===== src/hdl/lsbfr_pkg.sv =====
// Shared types and constants for the LSB-first bit field reader.
// Used by lsbfr_ctrl, lsbfr_datapath and lsb_first_bit_field_reader; no dependencies.
package lsbfr_pkg;

  localparam int BUFFER_BYTES   = 4096;
  localparam int ADDR_W         = $clog2(BUFFER_BYTES);
  localparam int MAX_FIELD_BITS = 32;
  localparam int FETCH_BYTES    = 5;
  localparam int CURSOR_W       = 16;

  typedef enum logic [1:0] {
    OP_LOAD  = 2'd0,
    OP_START = 2'd1,
    OP_READ  = 2'd2,
    OP_ALIGN = 2'd3
  } op_e;

  typedef enum logic [2:0] {
    ST_OK        = 3'd0,
    ST_INVALID   = 3'd1,
    ST_WIDTH     = 3'd2,
    ST_TRUNCATED = 3'd3,
    ST_PADDING   = 3'd4
  } status_e;

  typedef enum logic [1:0] {
    REG_BYTE_COUNT    = 2'd0,
    REG_START_BIT     = 2'd1,
    REG_WINDOW_LENGTH = 2'd2,
    REG_LENGTH_TO_END = 2'd3
  } cfg_reg_e;

  typedef struct packed {
    logic [1:0]  operation;
    logic [11:0] load_address;
    logic [7:0]  load_data;
    logic [5:0]  read_width;
  } item_t;

  typedef struct packed {
    logic [31:0] field_value;
    logic [2:0]  status;
    logic [15:0] cursor;
    logic [15:0] bits_left;
    logic        on_byte_boundary;
    logic        window_ok;
  } result_t;

  typedef struct packed {
    logic take;
    logic issue;
    logic finish;
  } dp_cmd_t;

  typedef struct packed {
    logic need_fetch;
    logic fetch_last;
    logic out_free;
  } dp_status_t;

endpackage


===== src/hdl/lsbfr_ctrl.sv =====
// Controller state machine of the bit field reader: accept, byte fetch and finish.
// Depends on lsbfr_pkg; drives commands into lsbfr_datapath.
module lsbfr_ctrl (
  input  logic                   clk,
  input  logic                   rst,
  input  logic                   item_valid,
  output logic                   item_ready,
  input  lsbfr_pkg::dp_status_t  stat,
  output lsbfr_pkg::dp_cmd_t     cmd
);
  import lsbfr_pkg::*;

  typedef enum logic [3:0] {
    S_IDLE   = 4'b0001,
    S_FETCH  = 4'b0010,
    S_WAIT   = 4'b0100,
    S_FINISH = 4'b1000
  } state_t;

  state_t state, state_next;

  always_ff @(posedge clk) begin
    if (rst) begin
      state <= S_IDLE;
    end else begin
      state <= state_next;
    end
  end

  always_comb begin
    state_next = state;
    cmd        = '0;
    item_ready = (state == S_IDLE);
    unique case (state)
      S_IDLE: begin
        if (item_valid) begin
          cmd.take   = 1'b1;
          state_next = stat.need_fetch ? S_FETCH : S_FINISH;
        end
      end
      S_FETCH: begin
        cmd.issue = 1'b1;
        if (stat.fetch_last) begin
          state_next = S_WAIT;
        end
      end
      S_WAIT: begin
        state_next = S_FINISH;
      end
      S_FINISH: begin
        if (stat.out_free) begin
          cmd.finish = 1'b1;
          state_next = S_IDLE;
        end
      end
      default: begin
        state_next = S_IDLE;
      end
    endcase
  end

endmodule


===== config.mk =====
export PLATFORM = sky130hd
export DESIGN_NAME = lsbfr_ctrl
export DESIGN_NICKNAME = d
export VERILOG_FILES = /design/src/hdl/lsbfr_pkg.sv /design/src/hdl/lsbfr_ctrl.sv
export SDC_FILE = /design/constraint.sdc
export NUM_CORES = 1
export LEC_CHECK = 0
export BUFFER_PORTS_ARGS = -buffer_cell sky130_fd_sc_hd__clkbuf_2
export CORE_AREA = 5 5 42 44
export CTS_BUF_LIST = sky130_fd_sc_hd__clkbuf_2
export CTS_CLUSTER_SIZE = 8
export DETAILED_ROUTE_END_ITERATION = 6
export DIE_AREA = 0 0 47 49
export MAX_ROUTING_LAYER = met4
export PLACE_DENSITY = 0.53
export SYNTH_ARGS = -nofsm -noshare
export SYNTH_HDL_FRONTEND = slang
export SYNTH_SLANG_ARGS = --single-unit

===== constraint.sdc =====
create_clock -name clk -period 1.61 [get_ports clk]
set_input_delay 0.161 -clock clk [delete_from_list [all_inputs] [get_ports clk]]
set_output_delay 0.161 -clock clk [all_outputs]
set_load 0.01 [all_outputs]

==> Yosys cells after proc, flatten, opt, wreduce, memory -nomap -nowiden <==
Cells that the tools add are included.
{ "totals": {"input_bits": 6, "register_bits": 4, "wordCells": 19, "output_inout_bits": 4} }
{ "classes": {"n_eq_ne": 7, "mux": 10, "reduce_logical": 1} }
{ "ops": {"columns": ["cell", "count"], "rows": [
  ["2-to-1 mux 4 bit", 4],
  ["one-hot mux 4 bit (4 select lines)", 1],
  ["inequality test 2 bit (second input constant)", 3],
  ["2-to-1 mux 1 bit", 5],
  ["== test 4 x 1 -> 1 bit (second input constant)", 1],
  ["== test 4 x 2 -> 1 bit (second input constant)", 1],
  ["== test 4 x 3 -> 1 bit (second input constant)", 1],
  ["== test 4 bit (second input constant)", 1],
  ["AND reduction 3 bit", 1]
]} }

==> Logic depth before layout (Yosys ltp) <==
Gate-level depths: netlist (run 1).
{ "depth": {"word_depth": 3, "ltp_mapped": 4, "mapped_depth_nobuf": 3} }

==> Worst setup path after synthesis (run 1) <==
No wires, ideal clock.
{ "synth_timing": {"path_type": "register -> register", "from": "register state[1]", "to": "register state[2]", "path_stages_with_launch": 4, "setup_ps": 61, "period_less_slack_ps": 1172, "t_arrival_ps": 1111, "required_time_ps": 1549, "setup_slack_ps": 438, "path_buffers": 0, "cell_sequence": "dfxtp_1 inv_2 nor4_2 and3_1"} }
{ "synth_via": {"elab_chain_len": 3, "elab_cells_between_ends": 9, "cone_classes": "eq/ne (7); mux (1); reduce/logical (1)"} }
{ "synth_lines": {"columns": ["element", "line", "source"], "rows": [
  ["from (decl)", "lsbfr_ctrl.sv:20", "state_t state, state_next;"],
  ["from (signal assigned)", "lsbfr_ctrl.sv:26", "state <= state_next;"],
  ["== test 4 x 2 -> 1 bit (tied with other cells)", "lsbfr_ctrl.sv:34", "unique case (state)"],
  ["inequality test 2 bit (no line)", null, null],
  ["AND reduction 3 bit (no line)", null, null]
]} }
Several ways; a longest one is shown, not always the timed one.
A chain may end at the register's enable or synchronous reset.

==> impl_metrics.toml, run 1 <==
[logic_synthesis]
syn_area_um2 = 295
syn_inst = 32
synthDistinctLibCells = 24
syn_avg_cell_area_um2 = 9.23
yosysSeqAreaShare = 0.271
syn_nets = 38
synth_seq_cells = 4
ys_warn_count = 0

[sta]
fin_setup_tns_ps = 0
fin_crit_ps = 1480
worstMarginPinSlew_ps = 427
hold_viol_final = 0
drv_slew = 0
fin_crit_sh = 0.917
holdWs_ps = 142
finalSetupViolations = 0
max_freq_ghz = 0.677
skew_ps = 0.815
rsz0062_at_grt = "no"
max_slew_margin = 0.715

[placement]
dpl_cell_area_um2 = 345
dp_hpwl_um = 496
place.gp.congestion = 0.616
io_buffer_count = 9

[global_routing]
antenna_found_initial = 0
grt_pass1_vias = 244
grt_overflow = 0
grt_pass1_wl_mm = 1.09
grt_max_degree = 12
track_usage = 0.0685

[cells_and_area]
largest_register_ffs = 4
layout-drive-gt1-share = 0.405
stdcell_area_um2 = 360
areaGrowthSynthToFinish_pct = 22.0
nets = 50
reg.largest.list = "state (4)"
post-route-util = 0.257
top_register = "state"
n_antenna_cell = 0

[critical_path]
crit_chain = "nor4b_4 > and2_1 > clkbuf_2"
cp-end-kind = "output pin"
rr_endpoint = "state[3]"
criticalPathCategory = "reg -> out"
r2r-start = "state[0]"
crit_arrival_ps = 1320
rrSetupSlack_ps = 340
cp-start-kind = "flop"
worstPathRequired_ps = 1450
path_max_fanout = 10
max_stage_delay_ps = 490
reg2reg_depth = 3
crit_slowest_cell = "dfxtp_1"

[floorplan]
coreArea_um2 = 1400
fp.dieH_um = 49
die-area_um2 = 2300
ios = 10
initial_core_util = 0.211
num_rows = 14
die_w_um = 47

[min_path]
holdPathEnd = "state[1]"
hp-class = "in -> reg"
hold-path-cell-count = 2
min_from = "rst"

[routing]
routed_wl_um = 658
highest_layer = "met3"
wl_per_cell_um = 11.3
firstDrtPassIters = 3
antenna_left = 0
num_vias = 270
wl_met2_um = 283
wl_met1_um = 341
drc = 0
drtIter0Drc = 4
routed_via_density = 4.66
dr_wl_met3_um = 32

[clocking]
htree_levels = 1
worstSkewPairLatency_ps = 210
clk_pin_slew_ps = 50
numCtsBuffers = 3
post_cts_resized = 0
postCtsSetupBuffers = 0
numClockSinks = 4
root_buffer = "clkbuf_2"
clockBufferDepth = 2
cts_tree = "yes"
ctsHoldBuffers = 0

[power_and_ir_drop]
power.density_nw_per_um2 = 863
finalPower_w = 0.000311
ir_drop_uv = 210
p_leak_nw = 0.154

[status]
status = "complete, no violations"

[run]
drv_cap = 0
## synth_stat cells
library cell  count  area [µm²]
or3b_1            1        8.76
a211oi_1          1        7.51
or2b_1            1        7.51
o21ai_1           2        10.0
nor3b_1           3        22.5
o311a_2           1        11.3
nor2b_1           1        6.26
a211oi_2          1        12.5
a21oi_1           1        5.00
o2bb2ai_1         1        8.76
nand3_1           1        5.00
buf_4             2        15.0
nor4b_4           1        23.8
inv_2             1        3.75
and4b_1           1        10.0
nor4bb_1          1        10.0
and2_1            1        6.26
o21ai_0           1        5.00
nand2b_1          1        6.26
nor2_1            2        7.51
dfxtp_1           4        80.1
and3_1            1        6.26
nor4_2            1        12.5
inv_1             1        3.75
## stage by stage
step | std cells | worst slack [ps]
after global placement | 55 | 362
after CTS | 58 | 103
final | 58 | 133
after global routing | 58 | 4.52
after detailed placement | 55 | 334
after floorplan | 32 | 438
## cell usage in the layout (no fill, tap or decap), types with 2 or more instances in the layout
cell type  count
nor2_1         2
nor3b_1        3
o21ai_1        2
dfxtp_1        4
clkbuf_2      12
## critical path, delay by kind of cell (launching register included)
family,cells,cell delay (ps)
AND/OR/NAND/NOR,2,500
flip-flops,1,490
buffers and inverters,1,120
## per-layer routing
| metal | up-vias | track usage |
|---|---|---|
| li1 | 140 | - |
| met1 | 124 | 0.0921 |
| met2 | 6 | 0.0860 |
| met3 | 0 | 0.0443 |
| met4 | 0 | 0.0138 |
| met5 | - | - |
## worst max-delay path by stage
stage	startpoint	endpoint	slack, ps	depth (start not counted)
2_1_floorplan	state[1]	state[2]	440	3
3_3_place_gp	state[0]	state[2]	360	3
3_5_place_dp	state[0]	state[2]	330	3
4_1_cts	state[0]	cmd[2]	100	3
5_1_grt	state[0]	cmd[2]	5	3
6_report	state[0]	cmd[2]	130	3
## power breakdown
group          internal (W)  switching (W)
registers          0.000108      0.0000229
clock network     0.0000502      0.0000431
logic             0.0000506      0.0000359
## area by class of cell
class / count / area [µm²]
clock buffers: 3 / 15.0
well taps: 16 / 20.0
multi-input cells: 24 / 193
fillers: 174 / 1040
repair buffers: 9 / 45.0
inverters: 2 / 7.51
flip-flops and latches: 4 / 80.1
## cell families (layout without fill, tap and decap cells)
| kind of cell | count (synthesis) | count (layout) | synth area share |
|---|---|---|---|
| simple gates | 16 | 16 | 0.449 |
| compound gates | 8 | 8 | 0.203 |
| flops | 4 | 4 | 0.271 |
| buf+inv | 4 | 14 | 0.0762 |
Power figures use the tool's default switching activity.
==> run 2, diff against run 1 <==
BUFFER_PORTS_ARGS = not set   (was -buffer_cell sky130_fd_sc_hd__clkbuf_2)
CORE_AREA = 2 2 39 41   (was 5 5 42 44)
DIE_AREA = 0 0 41 43   (was 0 0 47 49)
DONT_BUFFER_PORTS = 1   (was not set)
PLACE_DENSITY = 0.46   (was 0.53)
SETUP_SLACK_MARGIN = 0.2   (was not set)
==> run 2 against run 1 <==
First-iteration DRC count decreased by 50%. Hold slack worse by 30 ps. Clock skew is 9.4 ps higher. Critical path depth fell by 1. Total power fell by 1.1%. Wire length grew 6.7%. Clock power is 2% lower. Clock-buffer cell count did not move. Critical path type unchanged.
==> impl_metrics.toml, run 2 (synthesis results as in run 1) <==
[status]
status = "complete, no violations"

[sta]
fin_crit_sh = 0.844
fin_ws_ps = 252
worstMarginPinSlew_ps = 374
fin_crit_ps = 1360
finalSetupViolations = 0
drv_slew = 0
max_slew_margin = 0.747
skew_ps = 10.2
rsz0062_at_grt = "yes"
hold_viol_final = 0
max_freq_ghz = 0.736
holdWs_ps = 113
fin_setup_tns_ps = 0

[critical_path]
path_buf_inv = 0
criticalPathCategory = "reg -> out"
crit_family = "simple AND/OR/NAND/NOR gates"
critPathLaunch = "state[2]"
max_stage_delay_ps = 410
path_max_fanout = 7
cp-end-kind = "output pin"
crit_chain = "nor4b_4 > and2_4"
worstPathRequired_ps = 1450
crit_arrival_ps = 1200
crit_slowest_cell = "nor4b_4"
r2r-start = "state[2]"
cp-start-kind = "flop"

[clocking]
numClockSinks = 4
htree_levels = 1
clockBufferDepth = 2
worstSkewPairLatency_ps = 210
clk_pin_slew_ps = 40
cts_tree = "yes"
root_buffer = "clkbuf_2"
numCtsBuffers = 3

[routing]
firstDrtPassIters = 2
drc = 0
wl_per_cell_um = 12.8
routed_via_density = 4.82
num_vias = 265
wl_met2_um = 377
drtIter0Drc = 2
wl_met1_um = 297
routed_wl_um = 702
dr_wl_met3_um = 26
antenna_left = 0
highest_layer = "met3"

[global_routing]
grt_max_degree = 11
antenna_found_initial = 0
grt_pass1_wl_mm = 1.10
grt_overflow = 0
grt_pass1_vias = 270
track_usage = 0.0987

[power_and_ir_drop]
ir_drop_uv = 312
power.density_nw_per_um2 = 795
finalPower_w = 0.000308
p_leak_nw = 0.151

[floorplan]
ios = 10
num_rows = 14
coreArea_um2 = 1380
die_w_um = 41
fp.dieH_um = 43
initial_core_util = 0.213
die-area_um2 = 1760

[placement]
place.gp.congestion = 0.709
place_ws_ps = 255
dp_hpwl_um = 490
dp_cells = 47
io_buffer_count = 0

[run]
drv_cap = 0

[cells_and_area]
areaGrowthSynthToFinish_pct = 30.9
final_cell_mix = "5 x buf_4, 3 x nor3b_1, 3 x clkbuf_2, 3 x dfxtp_4"
final_common_cell = "buf_4"
nets = 47
top_register = "state"
largest_register_ffs = 4
reg.largest.list = "state (4)"
final-instance-count-excl-fill = 55
layout-drive-gt1-share = 0.462
n_antenna_cell = 0

[min_path]
min_from = "rst"
hp-class = "in -> reg"
run 2: changes by cell type in the layout (fill, tap and decap cells not counted), sizes merged:
| cell | change |
|---|---|
| clkbuf | -9 |
| buf | +5 |
| dlygate4sd3 | +1 |
run 2: layer usage:
| layer | global-route usage | vias to the layer above |
|---|---|---|
| met4 | 0.0600 | 0 |
| met2 | 0.138 | 7 |
| met1 | 0.106 | 124 |
| met3 | 0.0524 | 0 |
| met5 | - | - |
| li1 | - | 134 |
run 2: path summary, 6_finish.rpt:
path / endpoint / slack (ps) / cells past startpoint
setup / recovery: cmd[2] / 250 / 2
hold / removal: state[0] / 110 / 2
setup reg to reg: state[3] / 340 / 4
hold reg to reg: state[3] / 610 / 2
run 2: final cells by class:
| type | instances | area (µm²) |
|---|---|---|
| timing repair buffer | 6 | 47.5 |
| clock buffer | 3 | 15.0 |
| fill | 158 | 997 |
| tap | 16 | 20.0 |
| multi-input combinational | 24 | 204 |
| inverter | 2 | 7.51 |
| sequential | 4 | 92.6 |
run 2: power breakdown:
| group | switching [W] | total (W) | internal (W) | leakage, nW |
|---|---|---|---|---|
| registers | 0.0000186 | 0.000128 | 0.000109 | 0.0348 |
| logic | 0.0000384 | 0.0000883 | 0.0000500 | 0.104 |
| clock network | 0.0000415 | 0.0000916 | 0.0000501 | 0.0125 |
run 2: metrics by stage:
stage                     utilization  instance area, µm²
after floorplan                     -                 295
after global placement          0.222                 308
after detailed placement        0.222                 308
after CTS                       0.259                 359
after global routing            0.279                 387
final                           0.279                 387
run 2: worst reg2reg max path, delay by kind of cell (launching register included):
kind,cells,cell delay [ps]
DFF,1,360
AOI/OAI and AO/OA,2,340
and+or+nand+nor,1,360
buffers and inverters,1,140
run 2: what timing repair did:
item	in CTS	in global routing
endpoints found under the hold margin	1	0
setup buffers	1	3
pin swaps	2	3
hold buffers	1	0
setup endpoints to repair	2	2
gates resized for setup	7	2
==> run 3, diff against run 2 <==
PLACE_DENSITY = 0.47   (was 0.46)
clock period = 1.23 ns   (was 1.61 ns; I/O delays follow)
==> run 3 against run 2 <==
The run now ends with setup timing left. Clock power up 31%. Setup slack worse by 280 ps. Sequential share of layout area down 4.1 points. Global-route usage up 1.1 points. Critical path depth unchanged. Critical endpoint unchanged. Largest cell class unchanged.
==> impl_metrics.toml, run 3 (synthesis results as in run 1) <==
[sta]
drv_slew = 0
worstMarginPinSlew_ps = 318
skew_ps = 2.41
fin_crit_sh = 1.02
fin_ws_ps = -30.6
max_freq_ghz = 0.793
finalSetupViolations = 4
max_slew_margin = 0.785
hold_viol_final = 0
rsz0062_at_grt = "yes"
holdWs_ps = 15.7
fin_crit_ps = 1260

[critical_path]
worstPathRequired_ps = 1110
crit_arrival_ps = 1140
critPathLaunch = "state[1]"
rrSetupSlack_ps = -20
r2r-start = "state[1]"
rr_endpoint = "state[2]"
cp-start-kind = "flop"
cp-end-kind = "output pin"
path_max_fanout = 5
reg2reg_depth = 4
criticalPathCategory = "reg -> out"

[placement]
dp_cells = 50
dpl_cell_area_um2 = 352
place.gp.congestion = 0.722
dp_hpwl_um = 489
io_buffer_count = 0

[floorplan]
initial_core_util = 0.213
ios = 10
fp.dieH_um = 43
die-area_um2 = 1760
num_rows = 14
coreArea_um2 = 1380
die_w_um = 41

[cells_and_area]
fillers = 146
stdcell_area_um2 = 465
reg.largest.list = "state (4)"
final_cell_mix = "9 x buf_4, 3 x clkbuf_2, 3 x dfxtp_4"
nets = 51
layout-drive-gt1-share = 0.721
regArea_um2 = 92.6
multi_input_area_um2 = 250
areaGrowthSynthToFinish_pct = 57.6
largest_register_ffs = 4
final_common_cell = "buf_4"
n_antenna_cell = 0
top_register = "state"
final-instance-count-excl-fill = 59

[min_path]
holdPathEnd = "state[0]"
hp-class = "in -> reg"
hold-path-cell-count = 2
min_from = "rst"

[power_and_ir_drop]
ir_drop_uv = 397
power.density_nw_per_um2 = 1010
p_leak_nw = 0.179

[clocking]
clockBufferDepth = 2
cts_tree = "yes"
numClockSinks = 4
htree_levels = 1
worstSkewPairLatency_ps = 210
clk_pin_slew_ps = 50
root_buffer = "clkbuf_2"
numCtsBuffers = 3

[status]
violations = "setup timing"
status = "complete, but fails checks"

[routing]
highest_layer = "met4"
routed_via_density = 4.90
dr_wl_met3_um = 10
antenna_left = 0
wl_met2_um = 388
wl_per_cell_um = 12.4
firstDrtPassIters = 2
routed_wl_um = 732
num_vias = 289
drtIter0Drc = 2
drc = 0
wl_met1_um = 318

[global_routing]
grt_overflow = 0
grt_pass1_wl_mm = 1.17
grt_max_degree = 11
antenna_found_initial = 0
track_usage = 0.110
grt_pass1_vias = 293

[run]
drv_cap = 0
==> run 3: changes by cell type in the layout (fill, tap and decap cells not counted), moves of 2 or more <==
cell	before	now
buf_4	5	9
nor3b_1	3	1
nor3b_2	0	2
o21ai_1	2	0
o21ai_2	0	2
==> run 3: worst max-delay path by stage <==
| stage | to | slack, ps | depth (start not counted) |
|---|---|---|---|
| 6_report | cmd[2] | -30 | 2 |
| 5_1_grt | cmd[2] | -90 | 2 |
| 4_1_cts | cmd[2] | -70 | 2 |
| 3_5_place_dp | state[2] | -0.3 | 3 |
| 3_3_place_gp | state[2] | 20 | 3 |
| 2_1_floorplan | state[1] | 100 | 3 |
==> run 3: worst max-delay path: stages (launching register included) <==
cell	delay (ps)
dfxtp_4	370
nor4b_4	350
and2_4	210
==> run 3: final cells by class <==
type                       count  area share
sequential                     4       0.199
clock buffer                   3      0.0323
inverter                       2      0.0215
tap                           16      0.0430
multi-input combinational     24       0.538
timing repair buffer          10       0.167
==> run 3: layer usage <==
layer  up-vias  GRT usage
met4         0      0.140
met2         5      0.128
met3         2     0.0366
met5         -          -
li1        141          -
met1       141      0.121
==> run 3: where the power goes <==
group / switching [W] / leakage (nW) / internal, W / total, W
registers: 0.0000286 / 0.0348 / 0.000144 / 0.000172
clock network: 0.0000544 / 0.0125 / 0.0000656 / 0.000120
logic: 0.0000698 / 0.132 / 0.000107 / 0.000177
total: 0.000153 / 0.179 / 0.000317 / 0.000470
==> run 3: through the flow <==
step,total power [W],setup TNS (ps),worst slack (ps),utilization
floorplan,0.000279,0,101,-
global placement,0.000296,0,24.2,0.254
detailed placement,0.000299,-0.253,-0.253,0.254
CTS,0.000443,-151,-72.9,0.297
global route,0.000502,-300,-92.5,0.336
finish,0.000470,-57.8,-30.6,0.336
==> run 3: what timing repair did <==
| action | 4_1_cts | 5_1_grt |
|---|---|---|
| pin swaps | 6 | 3 |
| endpoints found under the hold margin | 1 | 0 |
| setup buffers | 1 | 4 |
| resized for setup | 9 | 5 |
| setup endpoints to repair | 8 | 8 |
| hold buffers | 1 | 0 |
| cloned | 0 | 0 |
